File: src/hdl/rar_pkg.sv
package rar_pkg;

    // Default operand width and fixed result widths
    localparam int OPERAND_WIDTH = 16;
    localparam int RES_NUM_W     = 33;
    localparam int RES_DEN_W     = 31;

    // Item commands
    typedef enum logic [1:0] {
        CMD_NORM = 2'd0,
        CMD_ADD  = 2'd1,
        CMD_DIV  = 2'd2,
        CMD_INC  = 2'd3
    } cmd_t;

    // Multiplier operand pairs
    typedef enum logic [1:0] {
        MS_AN_BD,
        MS_AD_BN,
        MS_AD_BD
    } mul_sel_t;

    // Numerator register update
    typedef enum logic [1:0] {
        NUM_HOLD,
        NUM_PROD,
        NUM_ACC,
        NUM_FORM
    } num_op_t;

    // Denominator register update
    typedef enum logic [1:0] {
        DEN_HOLD,
        DEN_PROD,
        DEN_FORM
    } den_op_t;

    // Controller to datapath commands
    typedef struct packed {
        logic     load;
        logic     mul_en;
        mul_sel_t mul_sel;
        num_op_t  num_op;
        den_op_t  den_op;
        logic     abs_init;
        logic     gcd_step;
        logic     div_init;
        logic     div_step;
        logic     out_load;
    } dp_cmd_t;

    // Datapath to controller status
    typedef struct packed {
        cmd_t cmd;
        logic err;
        logic zero_num;
        logic gcd_done;
        logic div_last;
    } dp_stat_t;

endpackage

File: src/hdl/rar_ctrl.sv
module rar_ctrl (
    input  logic               clk,
    input  logic               rst_n,
    input  logic               in_valid,
    output logic               in_ready,
    output logic               out_valid,
    input  logic               out_ready,
    output rar_pkg::dp_cmd_t   cmd,
    input  rar_pkg::dp_stat_t  stat
);

    typedef enum logic [3:0] {
        S_IDLE,
        S_CHECK,
        S_MUL0,
        S_MUL1,
        S_MUL2,
        S_MUL3,
        S_ABS,
        S_GCD,
        S_DIVI,
        S_DIV,
        S_DONE
    } state_t;

    state_t state_reg;
    state_t state_next;
    logic   out_valid_reg;
    logic   out_valid_next;

    // Decode state into datapath commands and next state
    always_comb
    begin
        cmd            = '0;
        cmd.mul_sel    = rar_pkg::MS_AN_BD;
        cmd.num_op     = rar_pkg::NUM_HOLD;
        cmd.den_op     = rar_pkg::DEN_HOLD;
        state_next     = state_reg;
        case (state_reg)
            S_IDLE:
            begin
                if (in_valid)
                begin
                    cmd.load   = 1'b1;
                    state_next = S_CHECK;
                end
            end
            S_CHECK:
            begin
                if (stat.err)
                begin
                    state_next = S_DONE;
                end
                else if (stat.cmd == rar_pkg::CMD_ADD || stat.cmd == rar_pkg::CMD_DIV)
                begin
                    state_next = S_MUL0;
                end
                else
                begin
                    cmd.num_op = rar_pkg::NUM_FORM;
                    cmd.den_op = rar_pkg::DEN_FORM;
                    state_next = S_ABS;
                end
            end
            S_MUL0:
            begin
                cmd.mul_en  = 1'b1;
                cmd.mul_sel = rar_pkg::MS_AN_BD;
                state_next  = S_MUL1;
            end
            S_MUL1:
            begin
                cmd.mul_en  = 1'b1;
                cmd.mul_sel = rar_pkg::MS_AD_BN;
                cmd.num_op  = rar_pkg::NUM_PROD;
                state_next  = (stat.cmd == rar_pkg::CMD_DIV) ? S_MUL3 : S_MUL2;
            end
            S_MUL2:
            begin
                cmd.mul_en  = 1'b1;
                cmd.mul_sel = rar_pkg::MS_AD_BD;
                cmd.num_op  = rar_pkg::NUM_ACC;
                state_next  = S_MUL3;
            end
            S_MUL3:
            begin
                cmd.den_op = rar_pkg::DEN_PROD;
                state_next = S_ABS;
            end
            S_ABS:
            begin
                cmd.abs_init = 1'b1;
                state_next   = S_GCD;
            end
            S_GCD:
            begin
                if (stat.zero_num)
                begin
                    state_next = S_DONE;
                end
                else if (stat.gcd_done)
                begin
                    state_next = S_DIVI;
                end
                else
                begin
                    cmd.gcd_step = 1'b1;
                end
            end
            S_DIVI:
            begin
                cmd.div_init = 1'b1;
                state_next   = S_DIV;
            end
            S_DIV:
            begin
                cmd.div_step = 1'b1;
                if (stat.div_last)
                begin
                    state_next = S_DONE;
                end
            end
            S_DONE:
            begin
                if (!out_valid_reg || out_ready)
                begin
                    cmd.out_load = 1'b1;
                    state_next   = S_IDLE;
                end
            end
            default:
            begin
                state_next = S_IDLE;
            end
        endcase
    end

    // Hold the result valid until it is taken
    always_comb
    begin
        if (cmd.out_load)
        begin
            out_valid_next = 1'b1;
        end
        else if (out_ready)
        begin
            out_valid_next = 1'b0;
        end
        else
        begin
            out_valid_next = out_valid_reg;
        end
    end

    always_ff @(posedge clk or negedge rst_n)
    begin
        if (!rst_n)
        begin
            state_reg     <= S_IDLE;
            out_valid_reg <= 1'b0;
        end
        else
        begin
            state_reg     <= state_next;
            out_valid_reg <= out_valid_next;
        end
    end

    assign in_ready  = (state_reg == S_IDLE);
    assign out_valid = out_valid_reg;

endmodule

File: src/hdl/rar_dpath.sv
module rar_dpath #(
    parameter int OPERAND_WIDTH = rar_pkg::OPERAND_WIDTH
) (
    input  logic                                  clk,
    input  logic                                  rst_n,
    input  rar_pkg::dp_cmd_t                      cmd,
    output rar_pkg::dp_stat_t                     stat,
    input  logic [1:0]                            command,
    input  logic signed [OPERAND_WIDTH-1:0]       a_num,
    input  logic signed [OPERAND_WIDTH-1:0]       a_den,
    input  logic signed [OPERAND_WIDTH-1:0]       b_num,
    input  logic signed [OPERAND_WIDTH-1:0]       b_den,
    output logic signed [rar_pkg::RES_NUM_W-1:0]  res_num,
    output logic [rar_pkg::RES_DEN_W-1:0]         res_den,
    output logic                                  status
);

    localparam int W      = OPERAND_WIDTH;
    localparam int PW     = 2 * W;
    localparam int NW     = PW + 1;
    localparam int MW     = PW;
    localparam int KW     = $clog2(PW);
    localparam int CW     = $clog2(PW);
    localparam int NEXT_W = (MW + 1 > rar_pkg::RES_NUM_W) ? MW + 1 : rar_pkg::RES_NUM_W;
    localparam int DEXT_W = (MW > rar_pkg::RES_DEN_W) ? MW : rar_pkg::RES_DEN_W;

    // Captured item
    rar_pkg::cmd_t          cmd_reg;
    logic signed [W-1:0]    an_reg;
    logic signed [W-1:0]    ad_reg;
    logic signed [W-1:0]    bn_reg;
    logic signed [W-1:0]    bd_reg;

    // Raw fraction
    logic signed [PW-1:0]   prod_reg;
    logic signed [NW-1:0]   num_reg;
    logic signed [NW-1:0]   num_next;
    logic signed [PW-1:0]   den_reg;
    logic signed [PW-1:0]   den_next;

    // Magnitudes and gcd state
    logic [MW-1:0]          nmag_reg;
    logic [MW-1:0]          dmag_reg;
    logic                   neg_reg;
    logic [MW-1:0]          gu_reg;
    logic [MW-1:0]          gu_next;
    logic [MW-1:0]          gv_reg;
    logic [MW-1:0]          gv_next;
    logic [KW-1:0]          k_reg;
    logic [KW-1:0]          k_next;

    // Divider state
    logic [MW-1:0]          div_reg;
    logic [MW-1:0]          rn_reg;
    logic [MW-1:0]          qn_reg;
    logic [MW-1:0]          rd_reg;
    logic [MW-1:0]          qd_reg;
    logic [CW-1:0]          cnt_reg;

    // Result
    logic signed [rar_pkg::RES_NUM_W-1:0] res_num_reg;
    logic signed [rar_pkg::RES_NUM_W-1:0] res_num_next;
    logic [rar_pkg::RES_DEN_W-1:0]        res_den_reg;
    logic [rar_pkg::RES_DEN_W-1:0]        res_den_next;
    logic                                 status_reg;

    logic                   err;
    logic signed [W-1:0]    mul_a;
    logic signed [W-1:0]    mul_b;
    logic signed [PW-1:0]   mul_full;
    logic signed [NW-1:0]   prod_ext;
    logic signed [NW-1:0]   an_ext;
    logic signed [NW-1:0]   ad_ext;
    logic signed [PW-1:0]   ad_pext;
    logic                   nneg;
    logic                   dneg;
    logic signed [NW-1:0]   nabs;
    logic signed [PW-1:0]   dabs;
    logic [MW:0]            div_ext;
    logic [MW:0]            trial_n;
    logic [MW:0]            trial_d;
    logic [MW:0]            sub_n;
    logic [MW:0]            sub_d;
    logic                   ge_n;
    logic                   ge_d;
    logic [NEXT_W-1:0]      qn_ext;
    logic [NEXT_W-1:0]      sn_ext;
    logic [DEXT_W-1:0]      qd_ext;

    // Flag zero denominators and divide by zero
    assign err = (ad_reg == '0)
              || ((cmd_reg == rar_pkg::CMD_ADD || cmd_reg == rar_pkg::CMD_DIV) && bd_reg == '0)
              || (cmd_reg == rar_pkg::CMD_DIV && bn_reg == '0);

    // Select the operand pair for the shared multiplier
    always_comb
    begin
        case (cmd.mul_sel)
            rar_pkg::MS_AN_BD:
            begin
                mul_a = an_reg;
                mul_b = bd_reg;
            end
            rar_pkg::MS_AD_BN:
            begin
                mul_a = ad_reg;
                mul_b = bn_reg;
            end
            rar_pkg::MS_AD_BD:
            begin
                mul_a = ad_reg;
                mul_b = bd_reg;
            end
            default:
            begin
                mul_a = an_reg;
                mul_b = bd_reg;
            end
        endcase
    end

    assign mul_full = PW'(mul_a) * PW'(mul_b);
    assign prod_ext = NW'(prod_reg);
    assign an_ext   = NW'(an_reg);
    assign ad_ext   = NW'(ad_reg);
    assign ad_pext  = PW'(ad_reg);

    // Build the raw numerator and denominator
    always_comb
    begin
        case (cmd.num_op)
            rar_pkg::NUM_PROD: num_next = prod_ext;
            rar_pkg::NUM_ACC:  num_next = num_reg + prod_ext;
            rar_pkg::NUM_FORM: num_next = (cmd_reg == rar_pkg::CMD_INC) ? an_ext + ad_ext : an_ext;
            default:           num_next = num_reg;
        endcase
        case (cmd.den_op)
            rar_pkg::DEN_PROD: den_next = prod_reg;
            rar_pkg::DEN_FORM: den_next = ad_pext;
            default:           den_next = den_reg;
        endcase
    end

    // Split into sign and magnitudes
    assign nneg = num_reg[NW-1];
    assign dneg = den_reg[PW-1];
    assign nabs = nneg ? -num_reg : num_reg;
    assign dabs = dneg ? -den_reg : den_reg;

    // Binary gcd: strip common twos, halve even sides, subtract odd sides
    always_comb
    begin
        gu_next = gu_reg;
        gv_next = gv_reg;
        k_next  = k_reg;
        if (cmd.abs_init)
        begin
            gu_next = nabs[MW-1:0];
            gv_next = dabs[MW-1:0];
            k_next  = '0;
        end
        else if (cmd.gcd_step)
        begin
            if (!gu_reg[0] && !gv_reg[0])
            begin
                gu_next = gu_reg >> 1;
                gv_next = gv_reg >> 1;
                k_next  = k_reg + KW'(1);
            end
            else if (!gu_reg[0])
            begin
                gu_next = gu_reg >> 1;
            end
            else if (!gv_reg[0])
            begin
                gv_next = gv_reg >> 1;
            end
            else if (gu_reg > gv_reg)
            begin
                gu_next = (gu_reg - gv_reg) >> 1;
            end
            else
            begin
                gv_next = (gv_reg - gu_reg) >> 1;
            end
        end
    end

    // Restoring division, one quotient bit per cycle in each lane
    assign div_ext = {1'b0, div_reg};
    assign trial_n = {rn_reg, qn_reg[MW-1]};
    assign trial_d = {rd_reg, qd_reg[MW-1]};
    assign ge_n    = (trial_n >= div_ext);
    assign ge_d    = (trial_d >= div_ext);
    assign sub_n   = trial_n - div_ext;
    assign sub_d   = trial_d - div_ext;

    // Form the result item
    assign qn_ext = {{(NEXT_W - MW){1'b0}}, qn_reg};
    assign sn_ext = neg_reg ? -qn_ext : qn_ext;
    assign qd_ext = DEXT_W'(qd_reg);

    always_comb
    begin
        if (err)
        begin
            res_num_next = '0;
            res_den_next = '0;
        end
        else if (nmag_reg == '0)
        begin
            res_num_next = '0;
            res_den_next = rar_pkg::RES_DEN_W'(1);
        end
        else
        begin
            res_num_next = sn_ext[rar_pkg::RES_NUM_W-1:0];
            res_den_next = qd_ext[rar_pkg::RES_DEN_W-1:0];
        end
    end

    // Step counter for the divider
    always_ff @(posedge clk or negedge rst_n)
    begin
        if (!rst_n)
        begin
            cnt_reg <= '0;
        end
        else if (cmd.div_init)
        begin
            cnt_reg <= '0;
        end
        else if (cmd.div_step)
        begin
            cnt_reg <= cnt_reg + CW'(1);
        end
    end

    // Payload registers
    always_ff @(posedge clk)
    begin
        if (cmd.load)
        begin
            cmd_reg <= rar_pkg::cmd_t'(command);
            an_reg  <= a_num;
            ad_reg  <= a_den;
            bn_reg  <= b_num;
            bd_reg  <= b_den;
        end
        if (cmd.mul_en)
        begin
            prod_reg <= mul_full;
        end
        num_reg <= num_next;
        den_reg <= den_next;
        if (cmd.abs_init)
        begin
            nmag_reg <= nabs[MW-1:0];
            dmag_reg <= dabs[MW-1:0];
            neg_reg  <= nneg ^ dneg;
        end
        gu_reg <= gu_next;
        gv_reg <= gv_next;
        k_reg  <= k_next;
        if (cmd.div_init)
        begin
            div_reg <= gu_reg << k_reg;
            rn_reg  <= '0;
            qn_reg  <= nmag_reg;
            rd_reg  <= '0;
            qd_reg  <= dmag_reg;
        end
        else if (cmd.div_step)
        begin
            rn_reg <= ge_n ? sub_n[MW-1:0] : trial_n[MW-1:0];
            qn_reg <= {qn_reg[MW-2:0], ge_n};
            rd_reg <= ge_d ? sub_d[MW-1:0] : trial_d[MW-1:0];
            qd_reg <= {qd_reg[MW-2:0], ge_d};
        end
        if (cmd.out_load)
        begin
            res_num_reg <= res_num_next;
            res_den_reg <= res_den_next;
            status_reg  <= err;
        end
    end

    assign stat.cmd      = cmd_reg;
    assign stat.err      = err;
    assign stat.zero_num = (nmag_reg == '0);
    assign stat.gcd_done = (gu_reg == gv_reg);
    assign stat.div_last = (cnt_reg == CW'(PW - 1));

    assign res_num = res_num_reg;
    assign res_den = res_den_reg;
    assign status  = status_reg;

endmodule

File: src/hdl/rational_arith_reduce.sv
// Sequence from item accept to result valid: CHECK, then multiply states (add: MUL0 to MUL3,
// divide: MUL0, MUL1 and MUL3, normalize/increment: none), a magnitude state, the binary gcd
// loop, a divisor state, the divider loop and the output load.
// A zero numerator skips gcd and division; an error goes straight to the output register.
// One item in flight; the next is accepted the cycle after a result loads.
// Reset (async, active low) clears controller, output valid, divider count.
module rational_arith_reduce #(
    parameter int OPERAND_WIDTH = rar_pkg::OPERAND_WIDTH
) (
    input  logic                                  clk,
    input  logic                                  rst_n,
    input  logic                                  in_valid,
    output logic                                  in_ready,
    input  logic [1:0]                            command,
    input  logic signed [OPERAND_WIDTH-1:0]       a_num,
    input  logic signed [OPERAND_WIDTH-1:0]       a_den,
    input  logic signed [OPERAND_WIDTH-1:0]       b_num,
    input  logic signed [OPERAND_WIDTH-1:0]       b_den,
    output logic                                  out_valid,
    input  logic                                  out_ready,
    output logic signed [rar_pkg::RES_NUM_W-1:0]  res_num,
    output logic [rar_pkg::RES_DEN_W-1:0]         res_den,
    output logic                                  status
);

    rar_pkg::dp_cmd_t  dp_cmd;
    rar_pkg::dp_stat_t dp_stat;

    // Sequence the item through multiply, gcd and divide
    rar_ctrl u_ctrl (
        .clk       (clk),
        .rst_n     (rst_n),
        .in_valid  (in_valid),
        .in_ready  (in_ready),
        .out_valid (out_valid),
        .out_ready (out_ready),
        .cmd       (dp_cmd),
        .stat      (dp_stat)
    );

    // Arithmetic and result register
    rar_dpath #(
        .OPERAND_WIDTH (OPERAND_WIDTH)
    ) u_dpath (
        .clk     (clk),
        .rst_n   (rst_n),
        .cmd     (dp_cmd),
        .stat    (dp_stat),
        .command (command),
        .a_num   (a_num),
        .a_den   (a_den),
        .b_num   (b_num),
        .b_den   (b_den),
        .res_num (res_num),
        .res_den (res_den),
        .status  (status)
    );

endmodule

File: config.mk
export PLATFORM = sky130hd
export DESIGN_NAME = rational_arith_reduce
export DESIGN_NICKNAME = d
export VERILOG_FILES = /design/src/hdl/rar_pkg.sv /design/src/hdl/rar_ctrl.sv /design/src/hdl/rar_dpath.sv /design/src/hdl/rational_arith_reduce.sv
export SDC_FILE = /design/constraint.sdc
export NUM_CORES = 2
export LEC_CHECK = 0
export BUFFER_PORTS_ARGS = -buffer_cell sky130_fd_sc_hd__buf_2
export CAP_MARGIN = 25
export CORE_MARGIN = 2
export CORE_UTILIZATION = 60
export DETAILED_ROUTE_END_ITERATION = 6
export PLACE_DENSITY = 0.77
export SLEW_MARGIN = 20
export SYNTH_ARGS = -nofsm -noshare
export SYNTH_HDL_FRONTEND = slang
export SYNTH_SLANG_ARGS = --single-unit
File: constraint.sdc
create_clock -name clk -period 10.6 [get_ports clk]
set_clock_uncertainty 0.05 [all_clocks]
set_input_delay 1.06 -clock clk [delete_from_list [all_inputs] [get_ports clk]]
set_output_delay 1.06 -clock clk [all_outputs]
set_load 0.02 [all_outputs]
==> summary.md <==
| Metric | Value |
|---|---|
| Initial core utilization | 60.33% |
| Nature of the critical path startpoint | flip-flop |
| Instance count of the mapped netlist | 4,513 |
| Yosys warning total | 0 |
| Final GP Congestion | 0.9936 |
| CP Max Fanout | 15 |
| Cell type of the slowest stage on the worst timing path | mux2i_1 |
| Leading register cell type out of synthesis | edfxtp_1 |
| Proportion of layout cells with a drive suffix above 1 | roughly 8.6% |
| Remaining antenna violation count | 0 |
| Top Ports | 137 |
| Mean instance size in the synthesized netlist | between 9 and 10 um^2 |
| Number of distinct library cells after synthesis | 87 |
| Total setup violations reported at the end of the flow | 0 |
| Buffer levels on the longest clock path | 3 |
| Fraction of the yosys area taken by sequential cells | 35.44% |
| Number of nets at the end of the flow | 5,185 |
| Final period utilization | approximately 86% |
| Net count after synthesis | ~5,100 |
| Core Region | 71,240 um^2 |
| Worst Max-Slew Pin Slew | 1162 ps |
| Global route overflow | 0 |
| CP required | between 10,000 and 15,000 ps |
| Buffers plus inverters on the worst setup path | 2 |
| MaxCap Viol Count | 0 |
| Setup total negative slack | 0 ps |
| Number of enable-type register cells in the synthesized netlist | ~450 |
| Setup Buffers After CTS | 0 |
| Global-route wire length before repair | ~190,000 um |
| Most frequent cell on the critical path | fa_1 |
| Post_cts resized | 0 |
| Number of antenna violations at the first check in global routing | 5 |
| Met2 track demand over resource | between 50% and 60% |
| Final period demand of the worst path | slightly above 9000 ps |
| Area growth from synthesis to layout | 8.707% |
| Flip-flop and latch count after synthesis | 532 |
| Total via count after detailed routing | around 35,000 |
| Half-perimeter wire length after placement | about 99,000 um |
| Hold bufs inserted after CTS | 0 |
| Clock Latency Late Sink | roughly 650 ps |
| Final number of max-transition violations | 0 |
| Met3 layer usage reported by global route | 7.740% |
| Vias per cell | between 6 and 7 |
| Most heavily used metal layer in global routing | met2 |
| Total iterations of the first detailed-routing run | 6 |
| Depth of the most critical reg-to-reg path | 23 |
| H-Tree Depth | 2 |
| Arrival time at the worst endpoint | 9460 ps |
| Netlist area before placement | approximately 43,000 um^2 |
| Outcome | finished, final reports clean |
| Count of input and output buffers | 136 |
| Highest Clock Rate | ~0.11 GHz |
| Wire per inst | between 20 and 25 um |
| Number of DRC violations after detailed routing | 0 |
| Clock tree from TritonCTS | built |
| CTS Sinks | 532 |
| Unrepaired setup endpoints after global routing | false |
| WP depth | 23 |
| Largest net degree at the start of global routing | 75 |
| Placement row count | 98 |
| Cell Chain, Critical Path | nand2b_1 -> or3_1 -> ha_1 -> mux2i_1 -> nor2_1 -> fa_1 -> fa_1 -> ha_1 -> fa_1 -> inv_1 -> fa_1 -> fa_1 -> inv_1 -> ha_1 -> or3_1 -> or3_1 -> a41o_1 -> and3_1 -> a32oi_1 -> o311ai_0 -> a21oi_1 -> o21ai_0 -> xor2_1 |
| Worst min path class | input pin to async pin |
| Inserted Clock Buffers | between 50 and 60 |
| Global-route met1 utilization | roughly half |
| Via count of the first global-routing pass | 33,270 |
| Crit path kind | flip-flop to flip-flop |
| Number of DRC violations after detailed-routing iteration 0 | 3,936 |
| Total routing resource utilization after global routing | approximately a third |
| Worst max-slew margin expressed relative to the limit | a little over a fifth |
| Horizontal die dimension | between 200 and 300 um |
| Final Hold Fails | 0 |
| Crit end category | flip-flop |
| Delay of the slowest critical-path stage | between 900 and 1000 ps |
| Asr flop ratio synth | under 10% |
| Kind of cell adding the most delay to the critical path | adder cells |
| Clock Pin Slew Worst Setup and Hold Paths | around 60 ps |
| Die outline area | roughly 74,000 um^2 |
| Detailed-route wire length | roughly 120,000 um |
| Root Buffer | clkbuf_16 |
| Chip height | about 270 um |
## final timing paths
check / startpoint / end / slack, ps
setup / recovery: u_ctrl.state_reg[2] / u_dpath.prod_reg[30] / 1470
hold / removal: rst_n / u_dpath.cnt_reg[4] / 250
setup reg to reg: u_ctrl.state_reg[2] / u_dpath.prod_reg[30] / 1470
max in group asynchronous: rst_n / u_ctrl.state_reg[1] / 10030
min in group clk: u_dpath.rd_reg[6] / u_dpath.rd_reg[6] / 430
hold reg to reg: u_dpath.rd_reg[6] / u_dpath.rd_reg[6] / 430
## metrics by stage
step                      hold slack [ps]  utilization (%)  std cells  setup WS [ps]  instance area [um^2]
after floorplan                     398.0                -       4513           2318                 42980
after CTS                           222.9            65.52       5575           1609                 46680
after detailed placement            422.1            62.59       5466           1643                 44590
final                               245.9            65.59       5581           1469                 46720
after global routing                239.0            65.57       5577          953.2                 46710
after global placement              420.4            62.56       5465           1798                 44570
## worst register-to-register path, cell delays in order, from the launching register on
cell and delay, ps:
dfrtp_1 670, nand2b_1 170, or3_1 370, ha_1 820, mux2i_1 950, nor2_1 150
fa_1 590, fa_1 420, ha_1 200, fa_1 480, inv_1 60, fa_1 510
fa_1 490, inv_1 40, ha_1 200, or3_1 420, or3_1 390, a41o_1 280
and3_1 240, a32oi_1 550, o311ai_0 240, a21oi_1 280, o21ai_0 140, xor2_1 160
## layout make-up
class / count / area (um^2)
timing repair buffer: 184 / 1069
clock inverter: 33 / 462.9
sequential: 532 / 15240
multi-input combinational: 3348 / 25420
fill: 5774 / 24520
clock buffer: 76 / 1630
tap: 950 / 1189
antenna: 4 / 10.01
inverter: 454 / 1707
## routing by layer
layer  vias to the layer above  share of wire [%]  routed length [um]
met3                       251                 11               13540
met5                         -              0.045                  56
met1                     16840                 42               52070
li1                      15870                  -                   -
met2                      1610                 44               54790
met4                         8                3.6                4464
## Yosys cell counts (all sizes together) (26+ instances only)
| cell type | n | share of area [%] |
|---|---|---|
| nand2 | 563 | 4.9 |
| inv | 454 | 4.0 |
| edfxtp | 453 | 32 |
| nor2 | 452 | 3.9 |
| o21ai | 274 | 3.2 |
| ha | 269 | 7.8 |
| fa | 268 | 12 |
| a21oi | 243 | 2.8 |
| xnor2 | 171 | 3.5 |
| clkbuf | 152 | 1.4 |
| xor2 | 102 | 2.1 |
| mux2i | 92 | 2.1 |
| a21o | 72 | 1.3 |
| dfxtp | 69 | 3.2 |
| nand3 | 52 | 0.61 |
| nor3 | 51 | 0.59 |
| mux2 | 48 | 1.3 |
| nand2b | 47 | 0.68 |
| a221oi | 45 | 0.92 |
| and2 | 45 | 0.65 |
| nor4 | 38 | 0.55 |
| o31ai | 38 | 0.72 |
| a211oi | 33 | 0.58 |
| nand4 | 33 | 0.48 |
| nor2b | 33 | 0.48 |
| o21bai | 31 | 0.54 |
| a31oi | 27 | 0.39 |
| buf | 27 | 0.26 |
| o21a | 27 | 0.47 |
| and3 | 26 | 0.38 |
## cells by family after synthesis
logic type,share of synthesized area (%)
fa+ha+maj,20.31
xor+xnor,5.563
mux,3.924
flops,35.44
compound gates,14.36
simple gates,14.78
buf+inv,5.618
## cells in the final DEF (no fill, tap or decap), drive strengths merged, types with 33 or more instances in the layout
| cell | instances |
|---|---|
| nor3 | 51 |
| clkbuf | 76 |
| buf | 184 |
| fa | 268 |
| nor2 | 452 |
| nand3 | 52 |
| mux2i | 92 |
| nor4 | 38 |
| nand2 | 563 |
| mux2 | 48 |
| a221oi | 45 |
| edfxtp | 453 |
| a211oi | 33 |
| xnor2 | 171 |
| nand2b | 47 |
| nand4 | 33 |
| a21o | 72 |
| o31ai | 38 |
| nor2b | 33 |
| a21oi | 243 |
| ha | 269 |
| dfxtp | 69 |
| and2 | 45 |
| o21ai | 274 |
| inv | 456 |
| xor2 | 102 |
Power is left out: the tool's default activity adds up to more than one toggle a clock period on the data nets, which glitch-free logic cannot reach.
